## config.mk

```make
export PLATFORM = sky130hd
export DESIGN_NAME = ultrasonic_echo_ranger
export DESIGN_NICKNAME = d
export VERILOG_FILES = /design/src/rtl/core/uer_pkg.sv /design/src/rtl/core/uer_seq.sv /design/src/rtl/core/ultrasonic_echo_ranger.sv
export SDC_FILE = /design/constraint.sdc
export NUM_CORES = 1
export LEC_CHECK = 0
export BUFFER_PORTS_ARGS = -buffer_cell sky130_fd_sc_hd__buf_4
export CAP_MARGIN = 20
export CORE_MARGIN = 2
export CORE_UTILIZATION = 35
export DETAILED_ROUTE_END_ITERATION = 10
export PLACE_DENSITY = 0.51
export SLEW_MARGIN = 20
export SYNTH_ARGS = -nofsm -noshare
export SYNTH_HDL_FRONTEND = slang
export SYNTH_SLANG_ARGS = --single-unit
```

## constraint.sdc

```tcl
create_clock -name clk -period 12.3 [get_ports clk]
set_clock_uncertainty 0.1 [all_clocks]
set_input_delay 1.845 -clock clk [delete_from_list [all_inputs] [get_ports clk]]
set_output_delay 1.845 -clock clk [all_outputs]
set_load 0.01 [all_outputs]
```

## src/rtl/core/uer_pkg.sv

```systemverilog
// ----------------------------------------------------------------------------
// uer_pkg
// shared types and constants for the ultrasonic echo ranger
// ----------------------------------------------------------------------------
package uer_pkg;

    // sequencer phases
    localparam logic [2:0] PH_IDLE   = 3'd0;
    localparam logic [2:0] PH_LOW    = 3'd1;
    localparam logic [2:0] PH_HIGH   = 3'd2;
    localparam logic [2:0] PH_SETTLE = 3'd3;
    localparam logic [2:0] PH_RISE   = 3'd4;
    localparam logic [2:0] PH_ECHO   = 3'd5;

    // measurement status codes
    localparam logic [2:0] ST_OK       = 3'd0;
    localparam logic [2:0] ST_NO_ECHO  = 3'd1;
    localparam logic [2:0] ST_TOO_LONG = 3'd2;
    localparam logic [2:0] ST_TOO_NEAR = 3'd3;
    localparam logic [2:0] ST_TOO_FAR  = 3'd4;

    // configuration register indexes
    localparam int CFG_IDX_W  = 3;
    localparam int CFG_DATA_W = 16;
    localparam logic [CFG_IDX_W-1:0] REG_MAX_CM   = 3'd0;
    localparam logic [CFG_IDX_W-1:0] REG_MIN_CM   = 3'd1;
    localparam logic [CFG_IDX_W-1:0] REG_TIMEOUT  = 3'd2;
    localparam logic [CFG_IDX_W-1:0] REG_TRIG     = 3'd3;
    localparam logic [CFG_IDX_W-1:0] REG_IDLE_LOW = 3'd4;
    localparam logic [CFG_IDX_W-1:0] REG_SETTLE   = 3'd5;

    // configuration reset values
    localparam logic [9:0]  RST_MAX_CM   = 10'd400;
    localparam logic [9:0]  RST_MIN_CM   = 10'd2;
    localparam logic [15:0] RST_TIMEOUT  = 16'd25000;
    localparam logic [7:0]  RST_TRIG     = 8'd10;
    localparam logic [7:0]  RST_IDLE_LOW = 8'd2;
    localparam logic [15:0] RST_SETTLE   = 16'd1000;

    // echo time per centimetre of range, in microseconds
    localparam int US_PER_CM = 58;

    // field widths
    localparam int DIST_W   = 14;
    localparam int STATUS_W = 3;
    localparam int IN_W     = 8;
    localparam int OUT_W    = 24;
    localparam logic [DIST_W-1:0] DIST_MAX = 14'h3FFF;

    typedef struct packed {
        logic [9:0]  max_cm;
        logic [9:0]  min_cm;
        logic [15:0] timeout_us;
        logic [7:0]  trig_us;
        logic [7:0]  idle_low_us;
        logic [15:0] settle_us;
    } cfg_t;

    // per-transfer flags from the sequencer
    typedef struct packed {
        logic       trigger;
        logic       busy;
        logic       done;
        logic [2:0] code;
    } seq_flags_t;

endpackage

```

## src/rtl/core/uer_seq.sv

```systemverilog
// ----------------------------------------------------------------------------
// uer_seq
// trigger / echo phase sequencer with saturating tick counter
// ----------------------------------------------------------------------------
module uer_seq #(
    parameter int COUNT_BITS = 17
) (
    input  logic                   clk,
    input  logic                   rst_n,
    input  logic                   accept,
    input  logic                   start_req,
    input  logic                   tick,
    input  logic                   echo_level,
    input  uer_pkg::cfg_t          cfg,
    output uer_pkg::seq_flags_t    flags,
    output logic [COUNT_BITS-1:0]  pulse
);

    localparam int CMP_W = (COUNT_BITS > 16) ? COUNT_BITS : 16;

    logic [2:0]            phase_reg;
    logic [2:0]            phase_next;
    logic [COUNT_BITS-1:0] cnt_reg;
    logic [COUNT_BITS-1:0] cnt_next;
    logic [COUNT_BITS-1:0] cnt_bumped;
    logic [CMP_W-1:0]      cnt_ext;
    logic [CMP_W-1:0]      limit_ext;
    logic                  cnt_sat;
    logic                  timed_out;
    logic                  done;
    logic [2:0]            code;

    assign cnt_ext    = CMP_W'(cnt_reg);
    assign cnt_sat    = &cnt_reg;
    assign cnt_bumped = (tick && !cnt_sat) ? cnt_reg + COUNT_BITS'(1) : cnt_reg;
    assign timed_out  = (cnt_ext > CMP_W'(cfg.timeout_us)) || cnt_sat;

    always_comb
    begin
        case (phase_reg)
            uer_pkg::PH_LOW:    limit_ext = CMP_W'(cfg.idle_low_us);
            uer_pkg::PH_HIGH:   limit_ext = CMP_W'(cfg.trig_us);
            uer_pkg::PH_SETTLE: limit_ext = CMP_W'(cfg.settle_us);
            default:            limit_ext = '0;
        endcase
    end

    always_comb
    begin
        phase_next = phase_reg;
        cnt_next   = cnt_reg;
        done       = 1'b0;
        code       = uer_pkg::ST_OK;
        case (phase_reg)
            uer_pkg::PH_IDLE:
            begin
                if (start_req)
                begin
                    phase_next = uer_pkg::PH_LOW;
                    cnt_next   = '0;
                end
            end
            uer_pkg::PH_LOW, uer_pkg::PH_HIGH, uer_pkg::PH_SETTLE:
            begin
                if (cnt_ext >= limit_ext)
                begin
                    phase_next = phase_reg + 3'd1;
                    cnt_next   = '0;
                end
                else
                begin
                    cnt_next = cnt_bumped;
                end
            end
            uer_pkg::PH_RISE:
            begin
                if (echo_level)
                begin
                    phase_next = uer_pkg::PH_ECHO;
                    cnt_next   = '0;
                end
                else if (timed_out)
                begin
                    phase_next = uer_pkg::PH_IDLE;
                    cnt_next   = '0;
                    done       = 1'b1;
                    code       = uer_pkg::ST_NO_ECHO;
                end
                else
                begin
                    cnt_next = cnt_bumped;
                end
            end
            uer_pkg::PH_ECHO:
            begin
                if (!echo_level)
                begin
                    phase_next = uer_pkg::PH_IDLE;
                    cnt_next   = '0;
                    done       = 1'b1;
                end
                else if (timed_out)
                begin
                    phase_next = uer_pkg::PH_IDLE;
                    cnt_next   = '0;
                    done       = 1'b1;
                    code       = uer_pkg::ST_TOO_LONG;
                end
                else
                begin
                    cnt_next = cnt_bumped;
                end
            end
            default:
            begin
                phase_next = uer_pkg::PH_IDLE;
                cnt_next   = '0;
            end
        endcase
    end

    always_ff @(posedge clk or negedge rst_n)
    begin
        if (!rst_n)
        begin
            phase_reg <= uer_pkg::PH_IDLE;
            cnt_reg   <= '0;
        end
        else if (accept)
        begin
            phase_reg <= phase_next;
            cnt_reg   <= cnt_next;
        end
    end

    assign flags.trigger = (phase_next == uer_pkg::PH_HIGH);
    assign flags.busy    = (phase_next != uer_pkg::PH_IDLE);
    assign flags.done    = done;
    assign flags.code    = code;
    // echo high time, only used when the echo fell
    assign pulse         = cnt_reg;

endmodule

```

## src/rtl/core/ultrasonic_echo_ranger.sv

```systemverilog
// throughput: one transfer per cycle while the output is not stalled;
// sequencer, divider multiply and result format each own one pipeline
// stage, a stalled output lets stages fill up
// reset: rst_n asynchronous, active low; sequencer idle, held distance and
// status zero, configuration back to its defaults, output empty
// ----------------------------------------------------------------------------
// ultrasonic_echo_ranger
// ranging sequencer: trigger pulse, echo wait and echo timing, with the
// echo time converted to distance in 1/16 cm and range checked
// ----------------------------------------------------------------------------
module ultrasonic_echo_ranger #(
    parameter int COUNT_BITS = 17,  // tick counter width
    parameter int FRAC_BITS  = 4    // fraction bits of the distance
) (
    input  logic                              clk,
    input  logic                              rst_n,
    // configuration writes
    input  logic                              cfg_we,
    input  logic [uer_pkg::CFG_IDX_W-1:0]     cfg_index,
    input  logic [uer_pkg::CFG_DATA_W-1:0]    cfg_data,
    // input stream
    input  logic                              s_axis_tvalid,
    output logic                              s_axis_tready,
    // [0] start_req, [1] tick, [2] echo_level, [7:3] zero
    input  logic [uer_pkg::IN_W-1:0]          s_axis_tdata,
    // result stream
    output logic                              m_axis_tvalid,
    input  logic                              m_axis_tready,
    // [0] trigger, [1] busy_res, [2] done_res, [16:3] distance_q4,
    // [19:17] status, [23:20] zero
    output logic [uer_pkg::OUT_W-1:0]         m_axis_tdata
);

    // the divide by 58 is done as a multiply by a rounded-up reciprocal;
    // only pulses up to 58 * 1023 can give an ok result, so 16 bits suffice
    localparam int CMP_W    = (COUNT_BITS > 16) ? COUNT_BITS : 16;
    localparam int NUM_W    = 16 + FRAC_BITS;
    localparam int SHIFT    = NUM_W + 6;
    localparam int M_W      = NUM_W + 1;
    localparam int PROD_W   = NUM_W + M_W;
    localparam int Q_W      = PROD_W - SHIFT;
    localparam logic [63:0] RECIP_FULL =
        ((64'd1 << SHIFT) + 64'(uer_pkg::US_PER_CM) - 64'd1) / 64'(uer_pkg::US_PER_CM);
    localparam logic [M_W-1:0] RECIP_M = RECIP_FULL[M_W-1:0];

    // configuration registers
    uer_pkg::cfg_t cfg_reg;

    always_ff @(posedge clk or negedge rst_n)
    begin
        if (!rst_n)
        begin
            cfg_reg.max_cm      <= uer_pkg::RST_MAX_CM;
            cfg_reg.min_cm      <= uer_pkg::RST_MIN_CM;
            cfg_reg.timeout_us  <= uer_pkg::RST_TIMEOUT;
            cfg_reg.trig_us     <= uer_pkg::RST_TRIG;
            cfg_reg.idle_low_us <= uer_pkg::RST_IDLE_LOW;
            cfg_reg.settle_us   <= uer_pkg::RST_SETTLE;
        end
        else if (cfg_we)
        begin
            case (cfg_index)
                uer_pkg::REG_MAX_CM:   cfg_reg.max_cm      <= cfg_data[9:0];
                uer_pkg::REG_MIN_CM:   cfg_reg.min_cm      <= cfg_data[9:0];
                uer_pkg::REG_TIMEOUT:  cfg_reg.timeout_us  <= cfg_data;
                uer_pkg::REG_TRIG:     cfg_reg.trig_us     <= cfg_data[7:0];
                uer_pkg::REG_IDLE_LOW: cfg_reg.idle_low_us <= cfg_data[7:0];
                uer_pkg::REG_SETTLE:   cfg_reg.settle_us   <= cfg_data;
                default:               ;  // unknown index, write dropped
            endcase
        end
    end

    // pipeline handshake: each stage takes a transfer when it is empty or
    // its content moves on in the same cycle
    logic s1_valid_reg;
    logic s2_valid_reg;
    logic out_valid_reg;
    logic out_ready;
    logic s2_ready;
    logic s1_ready;
    logic in_xfer;

    assign out_ready     = !out_valid_reg || m_axis_tready;
    assign s2_ready      = !s2_valid_reg || out_ready;
    assign s1_ready      = !s1_valid_reg || s2_ready;
    assign s_axis_tready = s1_ready;
    assign in_xfer       = s_axis_tvalid && s1_ready;

    // stage 1: sequencer step for the accepted transfer
    uer_pkg::seq_flags_t   seq_flags;
    logic [COUNT_BITS-1:0] seq_pulse;

    uer_seq #(
        .COUNT_BITS (COUNT_BITS)
    ) u_seq (
        .clk        (clk),
        .rst_n      (rst_n),
        .accept     (in_xfer),
        .start_req  (s_axis_tdata[0]),
        .tick       (s_axis_tdata[1]),
        .echo_level (s_axis_tdata[2]),
        .cfg        (cfg_reg),
        .flags      (seq_flags),
        .pulse      (seq_pulse)
    );

    uer_pkg::seq_flags_t   s1_flags_reg;
    logic [COUNT_BITS-1:0] s1_pulse_reg;

    always_ff @(posedge clk or negedge rst_n)
    begin
        if (!rst_n)
        begin
            s1_valid_reg <= 1'b0;
        end
        else if (s1_ready)
        begin
            s1_valid_reg <= in_xfer;
        end
    end

    always_ff @(posedge clk)
    begin
        if (in_xfer)
        begin
            s1_flags_reg <= seq_flags;
            s1_pulse_reg <= seq_pulse;
        end
    end

    // stage 2: reciprocal multiply and range compares
    logic [CMP_W-1:0]  pulse_ext;
    logic [NUM_W-1:0]  num;
    logic [15:0]       min_us;
    logic [15:0]       max_us;
    logic [PROD_W-1:0] prod_next;
    logic              near_next;
    logic              far_next;

    assign pulse_ext = CMP_W'(s1_pulse_reg);
    assign num       = NUM_W'(pulse_ext[15:0]) << FRAC_BITS;
    assign min_us    = 16'(cfg_reg.min_cm) * 16'(uer_pkg::US_PER_CM);
    assign max_us    = 16'(cfg_reg.max_cm) * 16'(uer_pkg::US_PER_CM);
    assign prod_next = PROD_W'(num) * PROD_W'(RECIP_M);
    assign near_next = pulse_ext < CMP_W'(min_us);
    assign far_next  = pulse_ext > CMP_W'(max_us);

    uer_pkg::seq_flags_t s2_flags_reg;
    logic [PROD_W-1:0]   s2_prod_reg;
    logic                s2_near_reg;
    logic                s2_far_reg;

    always_ff @(posedge clk or negedge rst_n)
    begin
        if (!rst_n)
        begin
            s2_valid_reg <= 1'b0;
        end
        else if (s2_ready)
        begin
            s2_valid_reg <= s1_valid_reg;
        end
    end

    always_ff @(posedge clk)
    begin
        if (s2_ready && s1_valid_reg)
        begin
            s2_flags_reg <= s1_flags_reg;
            s2_prod_reg  <= prod_next;
            s2_near_reg  <= near_next;
            s2_far_reg   <= far_next;
        end
    end

    // stage 3: status, failure value, saturation and the held result
    logic [Q_W-1:0]                 quot;
    logic [NUM_W-1:0]               dist_wide;
    logic [2:0]                     status_new;
    logic [uer_pkg::DIST_W-1:0]     dist_new;
    logic [uer_pkg::DIST_W-1:0]     dist_hold_reg;
    logic [uer_pkg::DIST_W-1:0]     dist_hold_next;
    logic [uer_pkg::STATUS_W-1:0]   status_hold_reg;
    logic [uer_pkg::STATUS_W-1:0]   status_hold_next;

    assign quot = s2_prod_reg[PROD_W-1:SHIFT];

    always_comb
    begin
        status_new = s2_flags_reg.code;
        if (s2_flags_reg.code == uer_pkg::ST_OK)
        begin
            if (s2_near_reg)
            begin
                status_new = uer_pkg::ST_TOO_NEAR;
            end
            else if (s2_far_reg)
            begin
                status_new = uer_pkg::ST_TOO_FAR;
            end
        end
        // any failure reports max_cm
        if (status_new == uer_pkg::ST_OK)
        begin
            dist_wide = NUM_W'(quot);
        end
        else
        begin
            dist_wide = NUM_W'(cfg_reg.max_cm) << FRAC_BITS;
        end
        if (dist_wide > NUM_W'(uer_pkg::DIST_MAX))
        begin
            dist_new = uer_pkg::DIST_MAX;
        end
        else
        begin
            dist_new = dist_wide[uer_pkg::DIST_W-1:0];
        end
        if (s2_flags_reg.done)
        begin
            dist_hold_next   = dist_new;
            status_hold_next = status_new;
        end
        else
        begin
            dist_hold_next   = dist_hold_reg;
            status_hold_next = status_hold_reg;
        end
    end

    logic [uer_pkg::OUT_W-1:0] out_data_reg;

    always_ff @(posedge clk or negedge rst_n)
    begin
        if (!rst_n)
        begin
            out_valid_reg   <= 1'b0;
            dist_hold_reg   <= '0;
            status_hold_reg <= '0;
        end
        else if (out_ready)
        begin
            out_valid_reg <= s2_valid_reg;
            if (s2_valid_reg)
            begin
                dist_hold_reg   <= dist_hold_next;
                status_hold_reg <= status_hold_next;
            end
        end
    end

    always_ff @(posedge clk)
    begin
        if (out_ready && s2_valid_reg)
        begin
            out_data_reg <= {4'b0000, status_hold_next, dist_hold_next,
                             s2_flags_reg.done, s2_flags_reg.busy,
                             s2_flags_reg.trigger};
        end
    end

    assign m_axis_tvalid = out_valid_reg;
    assign m_axis_tdata  = out_data_reg;

endmodule

```

# == Word-level counts from Yosys, hierarchy flattened ==
# Cells that the tools add are included.
# op_classes
addsub,2
mul,3
n_lt_le_gt_ge,5
n_eq_ne,12
n_mux,30
reduce_logical,27
# ops
operator,n
17-bit two-way mux,6
17-bit case mux with 4 select lines,1
16-bit case mux with 3 select lines,1
16-bit by 20-bit multiplier with 36-bit output (second input constant),1
17-bit by 16-bit > comparator with 1-bit output,2
3-bit two-way mux,11
10-bit by 5-bit multiplier with 15-bit output (second input constant),2
14-bit two-way mux,2
20-bit by 14-bit > comparator with 1-bit output (second input constant),1
17-bit by 1-bit adder with 17-bit output (second input constant),1
17-bit by 16-bit >= comparator with 1-bit output,1
17-bit by 16-bit less-than comparator with 1-bit output,1
17-bit AND reduction,1
2-bit AND reduction,8
3-bit by 2-bit equality test with 1-bit output (second input constant),5
15-bit two-way mux,1
3-bit equality test (second input constant),4
3-bit zero test,4
3-bit case mux with 4 select lines,1
3-bit by 1-bit equality test with 1-bit output (second input constant),2
3-bit case mux with 2 select lines,1
1-bit logical AND,4
1-bit zero test,4
1-bit logical OR,4
other kinds (7),10
# totals
regBits,195
input_bits,32
output_inout_bits,26
word_cells,105

# == Depth between registers and ports, before layout ==
# depth
ltp_word,8
depth_mapped,22
depth_no_buf,22

# == Hierarchy ==
# Synthesis repeated with hierarchy kept, for this count alone.
# unflattened
hier_cells,1546
hier_area_um2,16250.6
# modules_own_cells
module,n_inst,cells_each,area_each_um2,seq_area_each_um2
ultrasonic_echo_ranger,1,1253,13915.8,4207.8
uer_seq,1,293,2334.7,500.5

# == Least setup slack after synthesis ==
# No wires, ideal clock.
# synth_timing
path_kind,flip-flop to flip-flop
from,register s1_pulse_reg[14] (netlist: pulse_ext[14])
to,register s2_prod_reg[35] (data pin)
setup_ns,0.259
arrival_ns,5.509
t_required_ns,11.941
path_slack_ns,6.432
path_stages_with_launch,20
n_path_buf,0
period_less_slack_ns,5.868
cell_sequence,edfxtp_1 -> fa_1 -> inv_1 -> fa_1 -> inv_1 -> fa_1 -> fa_1 -> fa_1 -> inv_1 -> fa_1 -> inv_1 -> ha_1 -> a222oi_1 -> nand2_1 -> a211oi_1 -> nor4_1 -> a31oi_2 -> o21ai_1 -> a21o_1 -> xor2_1
# synth_via
elab_chain_cells,1
# synth_lines
element,line_no,rtl
start: declaration,ultrasonic_echo_ranger.sv:109,logic [COUNT_BITS-1:0] s1_pulse_reg;
start signal: assignment,ultrasonic_echo_ranger.sv:128,s1_pulse_reg <= seq_pulse;
16-bit by 20-bit multiplier with 36-bit output,ultrasonic_echo_ranger.sv:145,assign prod_next = PROD_W'(num) * PROD_W'(RECIP_M);
via prod_next[35],ultrasonic_echo_ranger.sv:137,logic [PROD_W-1:0] prod_next;
end signal: assignment,ultrasonic_echo_ranger.sv:171,s2_prod_reg <= prod_next;
end: declaration,ultrasonic_echo_ranger.sv:150,logic [PROD_W-1:0] s2_prod_reg;
# The timed path passes the listed nets, and every way through them passes these cells.
# A chain may end at the register's enable or synchronous reset.

# == Final worst setup path ==
# layout_timing
from,register s1_pulse_reg[14] (netlist: pulse_ext[14])
to,register s2_prod_reg[39] (data pin)
# Same word-level chain as after synthesis.

==> out/qor.yml <==
worst_hold_path:
  whs_endpoint: "s2_flags_reg[0]"
  hold_path.startpoint: "s1_flags_reg[0]"
  min_path_cells: 0
  hp-class: "flip-flop to flip-flop"
sta:
  fin_crit_sh_pct: 58.1
  hold_viol_final: 0
  final_period_minus_worst_setup_slack_ns: 7.15
  setup_viol: 0
  max_freq_mhz: 140
  worst-slew-pin-transition_ns: 1.04
  slew_headroom_pct: 30.8
  timing.final.max_slew_violations: 0
  rsz0062_at_grt: "false"
  setup-tns-final_ns: 0
route:
  drtAntennaViolNets: 0
  wirelength_um: 36800
  via_per_inst: 4.84
  drt_drc_violations_left: 0
  wl_per_cell_um: 16.5
  initialDrtViolationCount: 431
  firstDrtPassIters: 5
  detailroute.via_count: 10800
setup_path:
  timing.critical_path.to_type: "flip-flop"
  crit_path_max_incr_delay_ns: 0.74
  regToRegSetupSlack_ns: 5.15
  timing.critical_path.from_type: "flip-flop"
  cp.required_ns: 12.39
  reg2regPathDepth: 19
  worst_path_most_repeated_cell: "sky130_fd_sc_hd__fa_1"
  crit_chain: "fa_1, inv_1, fa_1, inv_1, fa_1, fa_1, fa_1, inv_1, fa_1, inv_1, ha_1, a222oi_1, nand2_1, a211oi_1, nor4_1, a31oi_2, o311ai_1, a21oi_1, xnor2_1"
  rr_endpoint: "s2_prod_reg[39]"
  critical_path_arrival_ns: 7.24
  setup.worst_path.class: "flip-flop to flip-flop"
  r2r_start: "pulse_ext[14]"
  crit_path_top_delay_cell: "sky130_fd_sc_hd__fa_1"
  worstPathMaxFanout: 11
floorplan:
  io_pins: 58
  dieArea_sq_um: 48000
  die_width_um: 219
  die_height_um: 219
  floorplan.initialDensity_pct: 35.6
  floorplan.rows: 78
  core-area_sq_um: 45500
global_route:
  antenna_violations_before_repair: 0
  via_count_of_the_first_global_routing_pass: 11000
  grt_pass1_wl_um: 60100
  maximum_number_of_pins_on_one_net_before_global_route_repair: 66
  track_usage_pct: 16.2
  grt_remaining_overflow: 0
run_status:
  run_status: "finished, final reports clean"
pwr:
  intPower_w: 0.00240
  clock_power_share_pct: 12.6
  net_switching_share_of_the_total_power_pct: 45.6
  power.leakage_nw: 8.94
  power.share.combinational_pct: 67.3
  power.switching_w: 0.00201
  pwr-share-seq_pct: 20.1
  worst_ir_drop_vdd_v: 0.000199
  cellPowerDensity_nw_per_um2: 246
cts:
  cts-htree-levels: 4
  tritoncts: "done"
  clk_path_buf_depth: 2
  cts_repair_resize_count: 0
  root_buffer: "sky130_fd_sc_hd__clkbuf_16"
  tritoncts.num_buffers: 17
  clk_pin_slew_worst_paths_ns: 0.07
  worstSkewPairLatency_ns: 0.45
  tritoncts_num_sinks: 172
  postCtsHoldBufs: 0
  cts_post_setup_buffers_inserted: 0
synth:
  syn-mean-instance-area_sq_um: 10.3
  yosysWarnings: 0
  syn-cell-area_sq_um: 16200
  post-synth-top-area-cell: "sky130_fd_sc_hd__ha_1"
  ys_seq_area_share_pct: 28.7
  ys.flop_type: "sky130_fd_sc_hd__dfrtp_1"
  synth_top_cell_area_share_pct: 20.8
  cell_count_after_synthesis: 1566
  async_flop_share_pct: 62.8
  netlist_top_cells_area: "sky130_fd_sc_hd__ha_1 (21%), sky130_fd_sc_hd__fa_1 (17%), sky130_fd_sc_hd__dfrtp_1 (14%)"
  synth.ff_latch_count: 172
  post_synth_most_frequent_cells: "sky130_fd_sc_hd__inv_1 (299), sky130_fd_sc_hd__ha_1 (269), sky130_fd_sc_hd__nand2_1 (147)"
  synth_enable_flop_cells: 64
  post-synth-top-count-cell: "sky130_fd_sc_hd__inv_1"
  synth_cell_types: 75
layout:
  largest_register_ff_count: 68
  fraction_of_final_layout_cells_sized_beyond_drive_strength_1_pct: 11.3
  area_delta_synth_final_pct: 10.4
  fill_cells: 4530
  antenna_cells_inserted: 0
  nets: 2055
  finalInstanceArea_sq_um: 17900
place:
  dp_hpwl_um: 29000
  io_buffer_count: 48
  placed_area_sq_um: 17300
  final_replace_weighted_congestion: 0.872
flow_run:
  maxCapViolCount: 0
## worst max-delay path, delay by kind of cell, from the launching register on
family,cells,cell delay (ns)
buffers and inverters,4,0.25
DFF,1,0.69
adders and majority gates,7,3.62
xor gates and xnor gates,1,0.09
and+or+nand+nor,2,0.39
AOI/OAI and AO/OA,5,1.74
## power by group through the flow
stage          combinational [W]  sequential, W  clock [W]
2_1_floorplan            0.00229       0.000867          0
3_3_place_gp             0.00295       0.000897          0
3_5_place_dp             0.00298       0.000900          0
4_1_cts                  0.00302       0.000889   0.000573
5_1_grt                  0.00348       0.000907   0.000598
6_report                 0.00296       0.000887   0.000555
## stage by stage
| stage | worst slack [ns] | std cells | hold slack [ns] | total power [W] | util [%] |
|---|---|---|---|---|---|
| CTS | 5.05 | 2226 | 0.320 | 0.00448 | 39.3 |
| global route | 4.86 | 2226 | 0.343 | 0.00499 | 39.3 |
| finish | 5.15 | 2226 | 0.318 | 0.00440 | 39.3 |
| detailed placement | 5.06 | 2194 | 0.305 | 0.00388 | 37.9 |
| global placement | 5.15 | 2193 | 0.303 | 0.00385 | 37.9 |
| floorplan | 6.43 | 1569 | 0.300 | 0.00316 | - |
## cell families after synthesis
| family | synth area share (%) |
|---|---|
| AOI/OAI and AO/OA | 9.56 |
| xor gates and xnor gates | 1.84 |
| adders and majority gates | 38.3 |
| buffers and inverters | 8.00 |
| DFF | 28.7 |
| muxes | 4.06 |
| other | 0.0232 |
| and+or+nand+nor | 9.54 |
## cells in the final DEF, fill, tap and decap left out, drive strengths merged, types with 7 or more instances in the layout
cell / instances
o21a: 7
xnor2: 17
nand3: 29
ha: 269
o21ai: 90
nand2: 148
a31oi: 13
nand2b: 19
mux2: 53
dfrtp: 89
nor2b: 9
edfxtp: 64
a21o: 26
dfstp: 19
buf: 57
nor2: 38
inv: 306
a22o: 9
xor2: 17
nand4: 13
fa: 141
a21oi: 56
and3: 7
clkbuf: 20
nor3: 15
## metal layers
layer / up-vias / wire length (um) / global-route usage, %
li1: 5332 / - / -
met4: 0 / 550 / 3.60
met2: 130 / 17500 / 27.0
met1: 5271 / 17800 / 22.4
met5: - / 0 / 0
met3: 34 / 920 / 2.44
## final cells by class
class                   instances  area, sq um  area share, %
multi-input cells            1063        10300           57.5
clock buffers                  20          489           2.74
repair buffers                 57          448           2.51
inverters                     302         1130           6.34
clock inverters                12          123          0.686
well taps                     600          751           4.20
flip-flops and latches        172         4650           26.0
## worst max-delay path by stage
stage,slack [ns],cells past startpoint,endpoint,startpoint
CTS,5.05,19,s2_prod_reg[39],pulse_ext[14]
detailed placement,5.06,19,s2_prod_reg[39],pulse_ext[14]
floorplan,6.43,19,s2_prod_reg[35],pulse_ext[14]
global route,4.86,19,s2_prod_reg[39],pulse_ext[14]
global placement,5.15,19,s2_prod_reg[39],pulse_ext[14]
finish,5.15,19,s2_prod_reg[39],pulse_ext[14]
No activity file was read; power rests on OpenSTA's default activity.
